==> src/hw/rtl/rkfs_pkg.sv <==
// rkfs_pkg: shared types and constants of the rgb keyframe fade sequencer
// item structs, register indexes, opcode and mode codes, sequencer states
// no dependencies
`timescale 1ns / 1ps

package rkfs_pkg;

    // fixed field widths
    localparam int CHAN_W        = 8;
    localparam int COLOR_W       = 3 * CHAN_W;
    localparam int MODE_W        = 2;
    localparam int FRAME_COUNT_W = 5;
    localparam int CFG_INDEX_W   = 2;
    localparam int CFG_DATA_W    = 8;

    // configuration register indexes
    localparam logic [CFG_INDEX_W-1:0] CFG_OUTPUT_MODE     = 2'd0;
    localparam logic [CFG_INDEX_W-1:0] CFG_SPEED_STEP      = 2'd1;
    localparam logic [CFG_INDEX_W-1:0] CFG_BRIGHTNESS_DIV  = 2'd2;
    localparam logic [CFG_INDEX_W-1:0] CFG_FRAME_COUNT     = 2'd3;

    localparam logic [FRAME_COUNT_W-1:0] FRAME_COUNT_RESET = 5'd16;

    // opcodes of an input item
    localparam logic OP_TICK  = 1'b0;
    localparam logic OP_WRITE = 1'b1;

    // keyframe modes
    localparam logic [MODE_W-1:0] KEY_END  = 2'd0;
    localparam logic [MODE_W-1:0] KEY_FADE = 2'd2;

    // output modes
    localparam logic [1:0] OUT_OFF    = 2'd0;
    localparam logic [1:0] OUT_FROZEN = 2'd2;

    typedef struct packed {
        logic                opcode;
        logic [3:0]          entry_index;
        logic [CHAN_W-1:0]   entry_red;
        logic [CHAN_W-1:0]   entry_green;
        logic [CHAN_W-1:0]   entry_blue;
        logic [15:0]         entry_duration;
        logic [MODE_W-1:0]   entry_mode;
    } in_item_t;

    typedef struct packed {
        logic [CHAN_W-1:0] pwm_red;
        logic [CHAN_W-1:0] pwm_green;
        logic [CHAN_W-1:0] pwm_blue;
    } out_item_t;

    typedef enum logic [3:0] {
        ST_IDLE,
        ST_RD_CUR,
        ST_CAP_CUR,
        ST_RD_NXT,
        ST_CAP_NXT,
        ST_CHECK,
        ST_RD_ZERO,
        ST_CAP_ZERO,
        ST_CHAN,
        ST_MUL,
        ST_DIV,
        ST_BLOAD,
        ST_BDIV,
        ST_DONE
    } state_t;

endpackage

==> src/hw/rtl/rgb_keyframe_fade_sequencer_top.sv <==
// rgb_keyframe_fade_sequencer_top: keyframe table, frame sequencer, bit-serial
// fade interpolation and brightness division
// depends on rkfs_pkg
`timescale 1ns / 1ps

// Plays a table of TABLE_DEPTH RGB keyframes. A write item (opcode 1) loads one
// table entry and gives no result. A tick item (opcode 0) gives one PWM colour
// unless output_mode is 2 (frozen, no result, no state change); output_mode 0
// resets the sequence and loads its zero result through the done state. In play
// a tick reads the current and the next entry, rereads both when the frame
// advances and reads the first entry when the fade target wraps to it. The
// table sits in a memory with one write port and one registered read port,
// each read taking a read state and a capture state (current, next, first);
// each faded channel goes through an 8-step shift-add multiplier and an 8-step
// restoring divider by the duration, one channel after another, and the three
// channels are then divided by brightness_divider+1 in three bit-serial lanes.
// The block is ready for the next item once the result is loaded into the
// output register. A finished result waits in the output register while the
// next item is taken. The table reads as zero after reset through per-entry
// valid bits; there is no clearing pass.
module rgb_keyframe_fade_sequencer_top #(
    parameter int TABLE_DEPTH   = 16,
    parameter int DURATION_BITS = 16
) (
    input  logic                                 clk,
    input  logic                                 rst_n,
    input  logic                                 in_valid,
    output logic                                 in_ready,
    input  rkfs_pkg::in_item_t                   in_data,
    output logic                                 out_valid,
    input  logic                                 out_ready,
    output rkfs_pkg::out_item_t                  out_data,
    input  logic                                 cfg_write,
    input  logic [rkfs_pkg::CFG_INDEX_W-1:0]     cfg_index,
    input  logic [rkfs_pkg::CFG_DATA_W-1:0]      cfg_data
);

    localparam int IDX_W  = (TABLE_DEPTH > 1) ? $clog2(TABLE_DEPTH) : 1;
    localparam int DUR_W  = DURATION_BITS;
    localparam int PW     = DUR_W + rkfs_pkg::CHAN_W;
    localparam int CMP_W  = (IDX_W + 1 > rkfs_pkg::FRAME_COUNT_W) ? IDX_W + 1
                                                                 : rkfs_pkg::FRAME_COUNT_W;
    localparam int CW     = rkfs_pkg::CHAN_W;
    localparam int COL_W  = rkfs_pkg::COLOR_W;
    localparam int MW     = rkfs_pkg::MODE_W;

    // control state
    rkfs_pkg::state_t                   state_reg, state_next;
    logic [IDX_W-1:0]                   cur_reg, cur_next;
    logic [DUR_W-1:0]                   elapsed_reg, elapsed_next;
    logic [1:0]                         output_mode_reg, output_mode_next;
    logic [CW-1:0]                      speed_reg, speed_next;
    logic [CW-1:0]                      bdiv_reg, bdiv_next;
    logic [rkfs_pkg::FRAME_COUNT_W-1:0] frame_count_reg, frame_count_next;
    logic [1:0]                         chan_cnt_reg, chan_cnt_next;
    logic [2:0]                         bit_cnt_reg, bit_cnt_next;
    logic                               out_valid_reg, out_valid_next;
    logic [TABLE_DEPTH-1:0]             valid_reg;

    // datapath registers
    logic [COL_W-1:0]   c1_reg, c1_next;
    logic [COL_W-1:0]   c2_reg, c2_next;
    logic [DUR_W-1:0]   dur_reg, dur_next;
    logic [MW-1:0]      mode_cur_reg, mode_cur_next;
    logic [MW-1:0]      mode_nxt_reg, mode_nxt_next;
    logic [COL_W-1:0]   rgb_reg, rgb_next;
    logic [CW-1:0]      mul_a_reg, mul_a_next;
    logic [CW-1:0]      mul_b_reg, mul_b_next;
    logic [PW-1:0]      acc_reg, acc_next;
    logic [PW-1:0]      ds_reg, ds_next;
    logic [CW-1:0]      q_reg, q_next;
    logic [DUR_W-1:0]   diff_reg, diff_next;
    logic [CW-1:0]      lane_dvd_reg [3];
    logic [CW-1:0]      lane_dvd_next [3];
    logic [CW:0]        lane_rem_reg [3];
    logic [CW:0]        lane_rem_next [3];
    rkfs_pkg::out_item_t out_data_reg, out_data_next;

    // keyframe memory
    logic [COL_W-1:0]   color_mem [TABLE_DEPTH];
    logic [DUR_W-1:0]   dur_mem   [TABLE_DEPTH];
    logic [MW-1:0]      mode_mem  [TABLE_DEPTH];
    logic [COL_W-1:0]   rd_color_reg;
    logic [DUR_W-1:0]   rd_dur_reg;
    logic [MW-1:0]      rd_mode_reg;
    logic               rd_valid_reg;
    logic [IDX_W-1:0]   rd_addr;
    logic [IDX_W-1:0]   wr_addr;
    logic               mem_we;

    // helper signals
    logic               in_xfer;
    logic [IDX_W:0]     nxt_wide;
    logic               nxt_oob;
    logic [IDX_W-1:0]   adv_cur;
    logic               fade;
    logic [COL_W-1:0]   rd_color_eff;
    logic [DUR_W-1:0]   rd_dur_eff;
    logic [MW-1:0]      rd_mode_eff;
    logic [DUR_W:0]     elapsed_sum;
    logic               div_ge;
    logic [CW-1:0]      q_shift;
    logic [CW:0]        bdivisor;
    logic [CW:0]        lane_shift [3];
    logic               lane_ge [3];

    assign in_ready  = (state_reg == rkfs_pkg::ST_IDLE);
    assign in_xfer   = in_valid && in_ready;
    assign out_valid = out_valid_reg;
    assign out_data  = out_data_reg;

    // table write from a write item, ignored past the table end
    assign wr_addr = IDX_W'(in_data.entry_index);
    assign mem_we  = in_xfer && (in_data.opcode == rkfs_pkg::OP_WRITE)
                     && (CMP_W'(in_data.entry_index) < CMP_W'(TABLE_DEPTH));

    // entries never written read as zero
    assign rd_color_eff = rd_valid_reg ? rd_color_reg : '0;
    assign rd_dur_eff   = rd_valid_reg ? rd_dur_reg   : '0;
    assign rd_mode_eff  = rd_valid_reg ? rd_mode_reg  : rkfs_pkg::KEY_END;

    // next frame index and the advance rule
    assign nxt_wide = (IDX_W+1)'(cur_reg) + (IDX_W+1)'(1);
    assign nxt_oob  = nxt_wide >= (IDX_W+1)'(TABLE_DEPTH);
    always_comb
    begin
        if (mode_nxt_reg == rkfs_pkg::KEY_END)
        begin
            adv_cur = '0;
        end
        else if (CMP_W'(nxt_wide) >= CMP_W'(frame_count_reg))
        begin
            adv_cur = '0;
        end
        else
        begin
            adv_cur = nxt_wide[IDX_W-1:0];
        end
    end

    assign fade = (mode_cur_reg == rkfs_pkg::KEY_FADE) && (dur_reg != '0)
                  && (elapsed_reg <= dur_reg);

    // saturating counter step
    assign elapsed_sum = (DUR_W+1)'(elapsed_reg) + (DUR_W+1)'(speed_reg) + (DUR_W+1)'(1);

    // duration divider step
    assign div_ge  = acc_reg >= ds_reg;
    assign q_shift = {q_reg[CW-2:0], div_ge};

    // brightness divider lanes
    assign bdivisor = (CW+1)'(bdiv_reg) + (CW+1)'(1);
    always_comb
    begin
        for (int k = 0; k < 3; k++)
        begin
            lane_shift[k] = {lane_rem_reg[k][CW-1:0], lane_dvd_reg[k][CW-1]};
            lane_ge[k]    = lane_shift[k] >= bdivisor;
        end
    end

    // next state and datapath
    always_comb
    begin
        state_next       = state_reg;
        cur_next         = cur_reg;
        elapsed_next     = elapsed_reg;
        output_mode_next = output_mode_reg;
        speed_next       = speed_reg;
        bdiv_next        = bdiv_reg;
        frame_count_next = frame_count_reg;
        chan_cnt_next    = chan_cnt_reg;
        bit_cnt_next     = bit_cnt_reg;
        out_valid_next   = out_valid_reg;
        c1_next          = c1_reg;
        c2_next          = c2_reg;
        dur_next         = dur_reg;
        mode_cur_next    = mode_cur_reg;
        mode_nxt_next    = mode_nxt_reg;
        rgb_next         = rgb_reg;
        mul_a_next       = mul_a_reg;
        mul_b_next       = mul_b_reg;
        acc_next         = acc_reg;
        ds_next          = ds_reg;
        q_next           = q_reg;
        diff_next        = diff_reg;
        out_data_next    = out_data_reg;
        rd_addr          = cur_reg;
        for (int k = 0; k < 3; k++)
        begin
            lane_dvd_next[k] = lane_dvd_reg[k];
            lane_rem_next[k] = lane_rem_reg[k];
        end

        // configuration writes
        if (cfg_write)
        begin
            unique case (cfg_index)
                rkfs_pkg::CFG_OUTPUT_MODE:    output_mode_next = cfg_data[1:0];
                rkfs_pkg::CFG_SPEED_STEP:     speed_next       = cfg_data;
                rkfs_pkg::CFG_BRIGHTNESS_DIV: bdiv_next        = cfg_data;
                rkfs_pkg::CFG_FRAME_COUNT:
                    frame_count_next = cfg_data[rkfs_pkg::FRAME_COUNT_W-1:0];
            endcase
        end

        // output transfer frees the result register
        if (out_valid_reg && out_ready)
        begin
            out_valid_next = 1'b0;
        end

        unique case (state_reg)
            rkfs_pkg::ST_IDLE:
            begin
                chan_cnt_next = '0;
                if (in_xfer && (in_data.opcode == rkfs_pkg::OP_TICK))
                begin
                    priority if (output_mode_reg == rkfs_pkg::OUT_FROZEN)
                    begin
                        state_next = rkfs_pkg::ST_IDLE;
                    end
                    else if (output_mode_reg == rkfs_pkg::OUT_OFF)
                    begin
                        cur_next     = '0;
                        elapsed_next = '0;
                        rgb_next     = '0;
                        state_next   = rkfs_pkg::ST_DONE;
                    end
                    else
                    begin
                        state_next = rkfs_pkg::ST_RD_CUR;
                    end
                end
            end
            rkfs_pkg::ST_RD_CUR:
            begin
                rd_addr    = cur_reg;
                state_next = rkfs_pkg::ST_CAP_CUR;
            end
            rkfs_pkg::ST_CAP_CUR:
            begin
                c1_next       = rd_color_eff;
                dur_next      = rd_dur_eff;
                mode_cur_next = rd_mode_eff;
                state_next    = rkfs_pkg::ST_RD_NXT;
            end
            rkfs_pkg::ST_RD_NXT:
            begin
                rd_addr    = nxt_wide[IDX_W-1:0];
                state_next = rkfs_pkg::ST_CAP_NXT;
            end
            rkfs_pkg::ST_CAP_NXT:
            begin
                // past the table end counts as an end marker
                mode_nxt_next = nxt_oob ? rkfs_pkg::KEY_END : rd_mode_eff;
                c2_next       = rd_color_eff;
                state_next    = rkfs_pkg::ST_CHECK;
            end
            rkfs_pkg::ST_CHECK:
            begin
                priority if (elapsed_reg > dur_reg)
                begin
                    elapsed_next = '0;
                    cur_next     = adv_cur;
                    state_next   = rkfs_pkg::ST_RD_CUR;
                end
                else if (mode_nxt_reg == rkfs_pkg::KEY_END)
                begin
                    state_next = rkfs_pkg::ST_RD_ZERO;
                end
                else
                begin
                    state_next = rkfs_pkg::ST_CHAN;
                end
            end
            rkfs_pkg::ST_RD_ZERO:
            begin
                rd_addr    = '0;
                state_next = rkfs_pkg::ST_CAP_ZERO;
            end
            rkfs_pkg::ST_CAP_ZERO:
            begin
                // fade target wraps to the first entry
                c2_next    = rd_color_eff;
                state_next = rkfs_pkg::ST_CHAN;
            end
            rkfs_pkg::ST_CHAN:
            begin
                if (fade)
                begin
                    mul_a_next   = c1_reg[COL_W-1 -: CW];
                    mul_b_next   = c2_reg[COL_W-1 -: CW];
                    acc_next     = '0;
                    bit_cnt_next = '0;
                    diff_next    = dur_reg - elapsed_reg;
                    state_next   = rkfs_pkg::ST_MUL;
                end
                else
                begin
                    rgb_next = {rgb_reg[COL_W-CW-1:0], c1_reg[COL_W-1 -: CW]};
                    c1_next  = c1_reg << CW;
                    c2_next  = c2_reg << CW;
                    if (chan_cnt_reg == 2'd2)
                    begin
                        state_next = rkfs_pkg::ST_BLOAD;
                    end
                    else
                    begin
                        chan_cnt_next = chan_cnt_reg + 2'd1;
                    end
                end
            end
            rkfs_pkg::ST_MUL:
            begin
                // msb-first shift-add of e*b + (dur-e)*a
                acc_next = (acc_reg << 1)
                         + (mul_b_reg[CW-1] ? PW'(elapsed_reg) : PW'(0))
                         + (mul_a_reg[CW-1] ? PW'(diff_reg) : PW'(0));
                mul_a_next   = mul_a_reg << 1;
                mul_b_next   = mul_b_reg << 1;
                bit_cnt_next = bit_cnt_reg + 3'd1;
                if (bit_cnt_reg == 3'd7)
                begin
                    ds_next      = PW'(dur_reg) << (CW - 1);
                    q_next       = '0;
                    bit_cnt_next = '0;
                    state_next   = rkfs_pkg::ST_DIV;
                end
            end
            rkfs_pkg::ST_DIV:
            begin
                // restoring division, quotient known to fit one channel
                if (div_ge)
                begin
                    acc_next = acc_reg - ds_reg;
                end
                q_next       = q_shift;
                ds_next      = ds_reg >> 1;
                bit_cnt_next = bit_cnt_reg + 3'd1;
                if (bit_cnt_reg == 3'd7)
                begin
                    rgb_next = {rgb_reg[COL_W-CW-1:0], q_shift};
                    c1_next  = c1_reg << CW;
                    c2_next  = c2_reg << CW;
                    if (chan_cnt_reg == 2'd2)
                    begin
                        state_next = rkfs_pkg::ST_BLOAD;
                    end
                    else
                    begin
                        chan_cnt_next = chan_cnt_reg + 2'd1;
                        state_next    = rkfs_pkg::ST_CHAN;
                    end
                end
            end
            rkfs_pkg::ST_BLOAD:
            begin
                for (int k = 0; k < 3; k++)
                begin
                    lane_dvd_next[k] = rgb_reg[(2-k)*CW +: CW];
                    lane_rem_next[k] = '0;
                end
                bit_cnt_next = '0;
                state_next   = rkfs_pkg::ST_BDIV;
            end
            rkfs_pkg::ST_BDIV:
            begin
                for (int k = 0; k < 3; k++)
                begin
                    lane_rem_next[k] = lane_ge[k] ? (lane_shift[k] - bdivisor) : lane_shift[k];
                    lane_dvd_next[k] = {lane_dvd_reg[k][CW-2:0], lane_ge[k]};
                end
                bit_cnt_next = bit_cnt_reg + 3'd1;
                if (bit_cnt_reg == 3'd7)
                begin
                    for (int k = 0; k < 3; k++)
                    begin
                        rgb_next[(2-k)*CW +: CW] = {lane_dvd_reg[k][CW-2:0], lane_ge[k]};
                    end
                    elapsed_next = elapsed_sum[DUR_W] ? {DUR_W{1'b1}} : elapsed_sum[DUR_W-1:0];
                    state_next   = rkfs_pkg::ST_DONE;
                end
            end
            rkfs_pkg::ST_DONE:
            begin
                if (!out_valid_reg || out_ready)
                begin
                    out_data_next.pwm_red   = rgb_reg[3*CW-1 -: CW];
                    out_data_next.pwm_green = rgb_reg[2*CW-1 -: CW];
                    out_data_next.pwm_blue  = rgb_reg[CW-1:0];
                    out_valid_next          = 1'b1;
                    state_next              = rkfs_pkg::ST_IDLE;
                end
            end
            default:
            begin
                state_next = rkfs_pkg::ST_IDLE;
            end
        endcase
    end

    // control registers
    always_ff @(posedge clk or negedge rst_n)
    begin
        if (!rst_n)
        begin
            state_reg       <= rkfs_pkg::ST_IDLE;
            cur_reg         <= '0;
            elapsed_reg     <= '0;
            output_mode_reg <= rkfs_pkg::OUT_OFF;
            speed_reg       <= '0;
            bdiv_reg        <= '0;
            frame_count_reg <= rkfs_pkg::FRAME_COUNT_RESET;
            chan_cnt_reg    <= '0;
            bit_cnt_reg     <= '0;
            out_valid_reg   <= 1'b0;
            valid_reg       <= '0;
        end
        else
        begin
            state_reg       <= state_next;
            cur_reg         <= cur_next;
            elapsed_reg     <= elapsed_next;
            output_mode_reg <= output_mode_next;
            speed_reg       <= speed_next;
            bdiv_reg        <= bdiv_next;
            frame_count_reg <= frame_count_next;
            chan_cnt_reg    <= chan_cnt_next;
            bit_cnt_reg     <= bit_cnt_next;
            out_valid_reg   <= out_valid_next;
            if (mem_we)
            begin
                valid_reg[wr_addr] <= 1'b1;
            end
        end
    end

    // datapath registers
    always_ff @(posedge clk)
    begin
        c1_reg       <= c1_next;
        c2_reg       <= c2_next;
        dur_reg      <= dur_next;
        mode_cur_reg <= mode_cur_next;
        mode_nxt_reg <= mode_nxt_next;
        rgb_reg      <= rgb_next;
        mul_a_reg    <= mul_a_next;
        mul_b_reg    <= mul_b_next;
        acc_reg      <= acc_next;
        ds_reg       <= ds_next;
        q_reg        <= q_next;
        diff_reg     <= diff_next;
        out_data_reg <= out_data_next;
        for (int k = 0; k < 3; k++)
        begin
            lane_dvd_reg[k] <= lane_dvd_next[k];
            lane_rem_reg[k] <= lane_rem_next[k];
        end
    end

    // keyframe memory, one write and one registered read per cycle
    always_ff @(posedge clk)
    begin
        if (mem_we)
        begin
            color_mem[wr_addr] <= {in_data.entry_red, in_data.entry_green, in_data.entry_blue};
            dur_mem[wr_addr]   <= DUR_W'(in_data.entry_duration);
            mode_mem[wr_addr]  <= in_data.entry_mode;
        end
        rd_color_reg <= color_mem[rd_addr];
        rd_dur_reg   <= dur_mem[rd_addr];
        rd_mode_reg  <= mode_mem[rd_addr];
        rd_valid_reg <= valid_reg[rd_addr];
    end

`ifndef ASSERT_OFF
    // a frozen tick never produces a transfer on the result side
    assert property (@(posedge clk) disable iff (!rst_n)
        (in_xfer && (in_data.opcode == rkfs_pkg::OP_TICK)
         && (output_mode_reg == rkfs_pkg::OUT_FROZEN) && !out_valid_reg) |=> !out_valid_reg)
        else $error("frozen tick produced a result");

    // a table write completes in the cycle it is taken
    assert property (@(posedge clk) disable iff (!rst_n)
        (in_xfer && (in_data.opcode == rkfs_pkg::OP_WRITE)) |=> (state_reg == rkfs_pkg::ST_IDLE))
        else $error("write item left the sequencer busy");

    // frame index stays inside the table
    assert property (@(posedge clk) disable iff (!rst_n)
        ((IDX_W+1)'(cur_reg) < (IDX_W+1)'(TABLE_DEPTH)))
        else $error("frame index beyond table depth");

    // duration divider remainder keeps the quotient within one channel
    assert property (@(posedge clk) disable iff (!rst_n)
        (state_reg == rkfs_pkg::ST_DIV) |-> (acc_reg < (ds_reg << 1)))
        else $error("fade quotient overflow");
`endif

endmodule

==> config.mk <==
export PLATFORM = sky130hd
export DESIGN_NAME = rgb_keyframe_fade_sequencer_top
export DESIGN_NICKNAME = d
export VERILOG_FILES = /design/src/hw/rtl/rkfs_pkg.sv /design/src/hw/rtl/rgb_keyframe_fade_sequencer_top.sv
export SDC_FILE = /design/constraint.sdc
export NUM_CORES = 2
export LEC_CHECK = 0
export BUFFER_PORTS_ARGS = -buffer_cell sky130_fd_sc_hd__buf_2
export CORE_MARGIN = 1
export CORE_UTILIZATION = 40
export CTS_CLUSTER_DIAMETER = 80
export CTS_CLUSTER_SIZE = 8
export DETAILED_ROUTE_END_ITERATION = 10
export GPL_ROUTABILITY_DRIVEN = 1
export SYNTH_ARGS = -nofsm -noshare
export SYNTH_HDL_FRONTEND = slang
export SYNTH_SLANG_ARGS = --single-unit
==> constraint.sdc <==
create_clock -name clk -period 14.3 [get_ports clk]
set_clock_uncertainty 0.15 [all_clocks]
set_input_delay 1.43 -clock clk [delete_from_list [all_inputs] [get_ports clk]]
set_output_delay 1.43 -clock clk [all_outputs]
set_load 0.03 [all_outputs]
==> run_summary.xml <==
<?xml version="1.0" encoding="UTF-8"?>
<metrics>
  <group name="route">
    <metric name="routedWlPerCell" unit="um">23.6</metric>
    <metric name="iter_0_drt_violations" unit="">2030</metric>
    <metric name="routed_wirelength" unit="um">104000</metric>
    <metric name="drt.antenna.violating_nets" unit="">0</metric>
    <metric name="drt_first_pass_iters" unit="">5</metric>
    <metric name="residual_drc" unit="">0</metric>
    <metric name="routed-via-count" unit="">24564</metric>
    <metric name="post_drt_via_cell_ratio" unit="">5.60</metric>
  </group>
  <group name="synth">
    <metric name="number_of_synthesized_register_bits" unit="">1034</metric>
    <metric name="synth-edff-count" unit="">922</metric>
    <metric name="synth-adder-area-share" unit="">0.0388</metric>
    <metric name="netlist_area" unit="um2">44000</metric>
    <metric name="synth_top_family_by_area" unit="">multiplexers</metric>
    <metric name="synth-warning-count" unit="">0</metric>
    <metric name="synth-simple-area-share" unit="">0.0608</metric>
    <metric name="synth_xor_xnor_area_share" unit="">0.0157</metric>
    <metric name="synth_seq_area_share" unit="">0.689</metric>
    <metric name="syn_area_per_cell" unit="um2">16.3</metric>
    <metric name="synth.net_count" unit="">2882</metric>
    <metric name="muxShareOfSynthArea" unit="">0.0977</metric>
    <metric name="synth_cell_types" unit="">73</metric>
    <metric name="synth_instances" unit="">2697</metric>
    <metric name="synthFlopType" unit="">edfxtp_1</metric>
    <metric name="post_synthesis_async_set_or_reset_flop_share" unit="">0.0667</metric>
    <metric name="synth_compound_gate_area_share" unit="">0.0788</metric>
  </group>
  <group name="floorplan">
    <metric name="die-area" unit="um2">111000</metric>
    <metric name="placeableCoreArea" unit="um2">109000</metric>
    <metric name="die_height" unit="um">334</metric>
    <metric name="row_count" unit="">121</metric>
    <metric name="initial_core_utilization" unit="">0.404</metric>
    <metric name="num_io_pins" unit="">88</metric>
    <metric name="floorplan.die.width" unit="um">334</metric>
  </group>
  <group name="worst_setup_path">
    <metric name="end_kind" unit="">flip-flop</metric>
    <metric name="worstPathArrival" unit="ns">4.91</metric>
    <metric name="crit_path_start_kind" unit="">flip-flop</metric>
    <metric name="worst_ep_required_time" unit="ns">14.74</metric>
    <metric name="critPathMaxFanout" unit="">47</metric>
    <metric name="critPathKind" unit="">reg -&gt; reg</metric>
  </group>
  <group name="final_layout">
    <metric name="max_ffs_per_register" unit="">384</metric>
    <metric name="final_core_util" unit="">0.465</metric>
    <metric name="top_regs" unit="">color_mem (384), dur_mem (256), mode_mem (32)</metric>
    <metric name="layout_common_cells" unit="">edfxtp_1, nand2_1, mux4_2, clkbuf_16, ha_1</metric>
    <metric name="regMostFlops" unit="">color_mem</metric>
    <metric name="mostFrequentLayoutCell" unit="">edfxtp_1</metric>
    <metric name="area_added_between_synthesis_and_finish" unit="%">15.1</metric>
    <metric name="drive_above_1_share" unit="">0.188</metric>
    <metric name="finalNetCount" unit="">3055</metric>
  </group>
  <group name="worst_hold_path">
    <metric name="hold_path.class" unit="">reg -&gt; reg</metric>
  </group>
  <group name="sta">
    <metric name="min_period_over_period" unit="">0.313</metric>
    <metric name="slew_headroom" unit="">0.315</metric>
    <metric name="maxClockFrequency" unit="MHz">224</metric>
    <metric name="totalNegativeSetupSlack" unit="ns">0</metric>
    <metric name="worst_pin_slew" unit="ns">1.03</metric>
    <metric name="min_period" unit="ns">4.47</metric>
    <metric name="report.final.hold_viol_count" unit="">0</metric>
    <metric name="timing.final.setup_violations" unit="">0</metric>
    <metric name="final_max_slew_viol_count" unit="">0</metric>
    <metric name="grt_setup_unrepaired" unit="">no</metric>
  </group>
  <group name="cts">
    <metric name="htreeDepth" unit="">4</metric>
    <metric name="cts_post_setup_buffers_inserted" unit="">0</metric>
    <metric name="cts_num_sinks" unit="">1034</metric>
    <metric name="clock_root_buffer" unit="">clkbuf_16</metric>
    <metric name="ctsResizeCount" unit="">0</metric>
    <metric name="cts_max_path_buffers" unit="">3</metric>
    <metric name="cts_tree" unit="">yes</metric>
    <metric name="clock_latency" unit="ns">0.72</metric>
    <metric name="cts_hold_buf" unit="">0</metric>
    <metric name="clock_slew_seen_by_the_registers_of_the_worst_setup_and_hold_paths" unit="ns">0.05</metric>
    <metric name="number_of_buffers_created_by_cts" unit="">148</metric>
  </group>
  <group name="global_routing">
    <metric name="grt_use_total" unit="">0.188</metric>
    <metric name="grt_pass1_wl" unit="um">157000</metric>
    <metric name="total_grt_overflow" unit="">0</metric>
    <metric name="maximum_number_of_pins_on_one_net_before_global_route_repair" unit="">70</metric>
    <metric name="grt_pass1_vias" unit="">25154</metric>
    <metric name="antenna_found_initial" unit="">16</metric>
  </group>
  <group name="power">
    <metric name="static-leakage-power" unit="uW">0.0178</metric>
    <metric name="vdd.ir_drop.worst" unit="mV">0.112</metric>
    <metric name="power_density" unit="nW/um2">182</metric>
  </group>
  <group name="run_status">
    <metric name="status" unit="">finished clean</metric>
  </group>
  <group name="run">
    <metric name="max_cap_violations" unit="">0</metric>
  </group>
  <group name="placed_design">
    <metric name="hpwlAfterDp" unit="um">59600</metric>
    <metric name="placement.io_buffers" unit="">87</metric>
    <metric name="routabilityCongestion" unit="">0.883</metric>
  </group>
</metrics>
-- through the flow --
step                setup WS (ns)  total power (uW)  hold slack (ns)  area [um2]  instances
CTS                          9.71              9280            0.306       50600       4386
detailed placement           9.73              6010            0.289       46200       4134
finish                       9.83              9210            0.306       50600       4390
global placement             9.85              5950            0.295       46200       4134
floorplan                    8.36              5430            0.276       44000       2697
global route                 9.40              9670            0.323       50600       4386
-- Yosys cell counts (5+ instances only) --
cell type | instances | area (um2)
o21bai_1 | 11 | 82.6
buf_2 | 14 | 70.1
o2bb2ai_1 | 6 | 52.6
buf_4 | 5 | 37.5
xnor2_1 | 39 | 342
mux2i_1 | 13 | 130
inv_1 | 97 | 364
a211oi_1 | 13 | 97.6
o21a_1 | 17 | 128
o22ai_1 | 19 | 119
mux4_2 | 172 | 3870
mux2_2 | 26 | 293
nand2b_1 | 21 | 131
o21ai_0 | 89 | 445
ha_1 | 101 | 1260
nand4_1 | 13 | 81.3
dfrtp_1 | 68 | 1700
dfxtp_1 | 43 | 861
a22o_1 | 92 | 806
and2_1 | 65 | 407
or2_2 | 20 | 125
nor2_1 | 91 | 342
xor2_1 | 40 | 350
nor2b_1 | 26 | 163
o211ai_1 | 6 | 45.0
a21o_1 | 40 | 300
fa_1 | 22 | 440
a31oi_1 | 8 | 50.1
o21ai_1 | 9 | 45.0
buf_1 | 8 | 30.0
clkbuf_1 | 77 | 289
a221o_1 | 43 | 430
nor4_1 | 10 | 62.6
buf_6 | 6 | 67.6
and3_1 | 18 | 113
a21oi_1 | 77 | 385
o31a_1 | 6 | 52.6
edfxtp_1 | 922 | 27700
nor3_1 | 21 | 105
a221oi_1 | 7 | 61.3
nand3_1 | 38 | 190
o31ai_1 | 15 | 113
nand2_1 | 213 | 800
-- final cells by class --
type                            count  area [um2]
Tap cell                         1414        1770
Timing Repair Buffer              133         781
Clock buffer                      239        4110
Multi-Input combinational cell   1455       13000
Clock inverter                     13         250
Inverter                           98         368
Sequential cell                  1034       30300
Antenna cell                        4        10.0
Fill cell                        9185       58200
-- cells by family after synthesis --
logic type | count (synthesis)
fa+ha+maj | 123
simple gates | 556
buf+inv | 208
flops | 1034
xor+xnor | 79
mux | 211
compound gates | 486
-- critical path, stage by stage, from the launching register on --
cell and delay [ns]:
dfrtp_1 0.67, o21ai_0 0.62, a22o_4 0.86, buf_4 0.85, mux4_2 0.60, a22o_1 0.24, a221o_1 0.27
-- routing by layer --
layer  vias to the layer above  GRT usage  wire (um)
met5                         -          0         67
met4                        12     0.0559       2310
met3                       184     0.0328       6380
met2                       767      0.303      49700
met1                     12659      0.260      45000
li1                      10942          -          -
-- power breakdown --
group	leakage (uW)	internal [uW]	switching (uW)
combinational	0.00600	761	1220
clock	0.00207	1960	1270
sequential	0.00969	3780	215
total	0.0178	6500	2710
-- final timing paths --
path / start / end / slack, ns / cells after the start
max: state_reg[2] / rd_dur_reg[7] / 9.83 / 6
min: rgb_reg[22] / out_data[22] / 0.31 / 0
max reg2reg: state_reg[2] / rd_dur_reg[7] / 9.83 / 6
min reg2reg: rgb_reg[22] / out_data[22] / 0.31 / 0
max in group asynchronous: rst_n / valid_reg[12] / 12.51 / 2
min in group asynchronous: rst_n / elapsed_reg[10] / 0.82 / 2
Power figures use the tool's default switching activity.
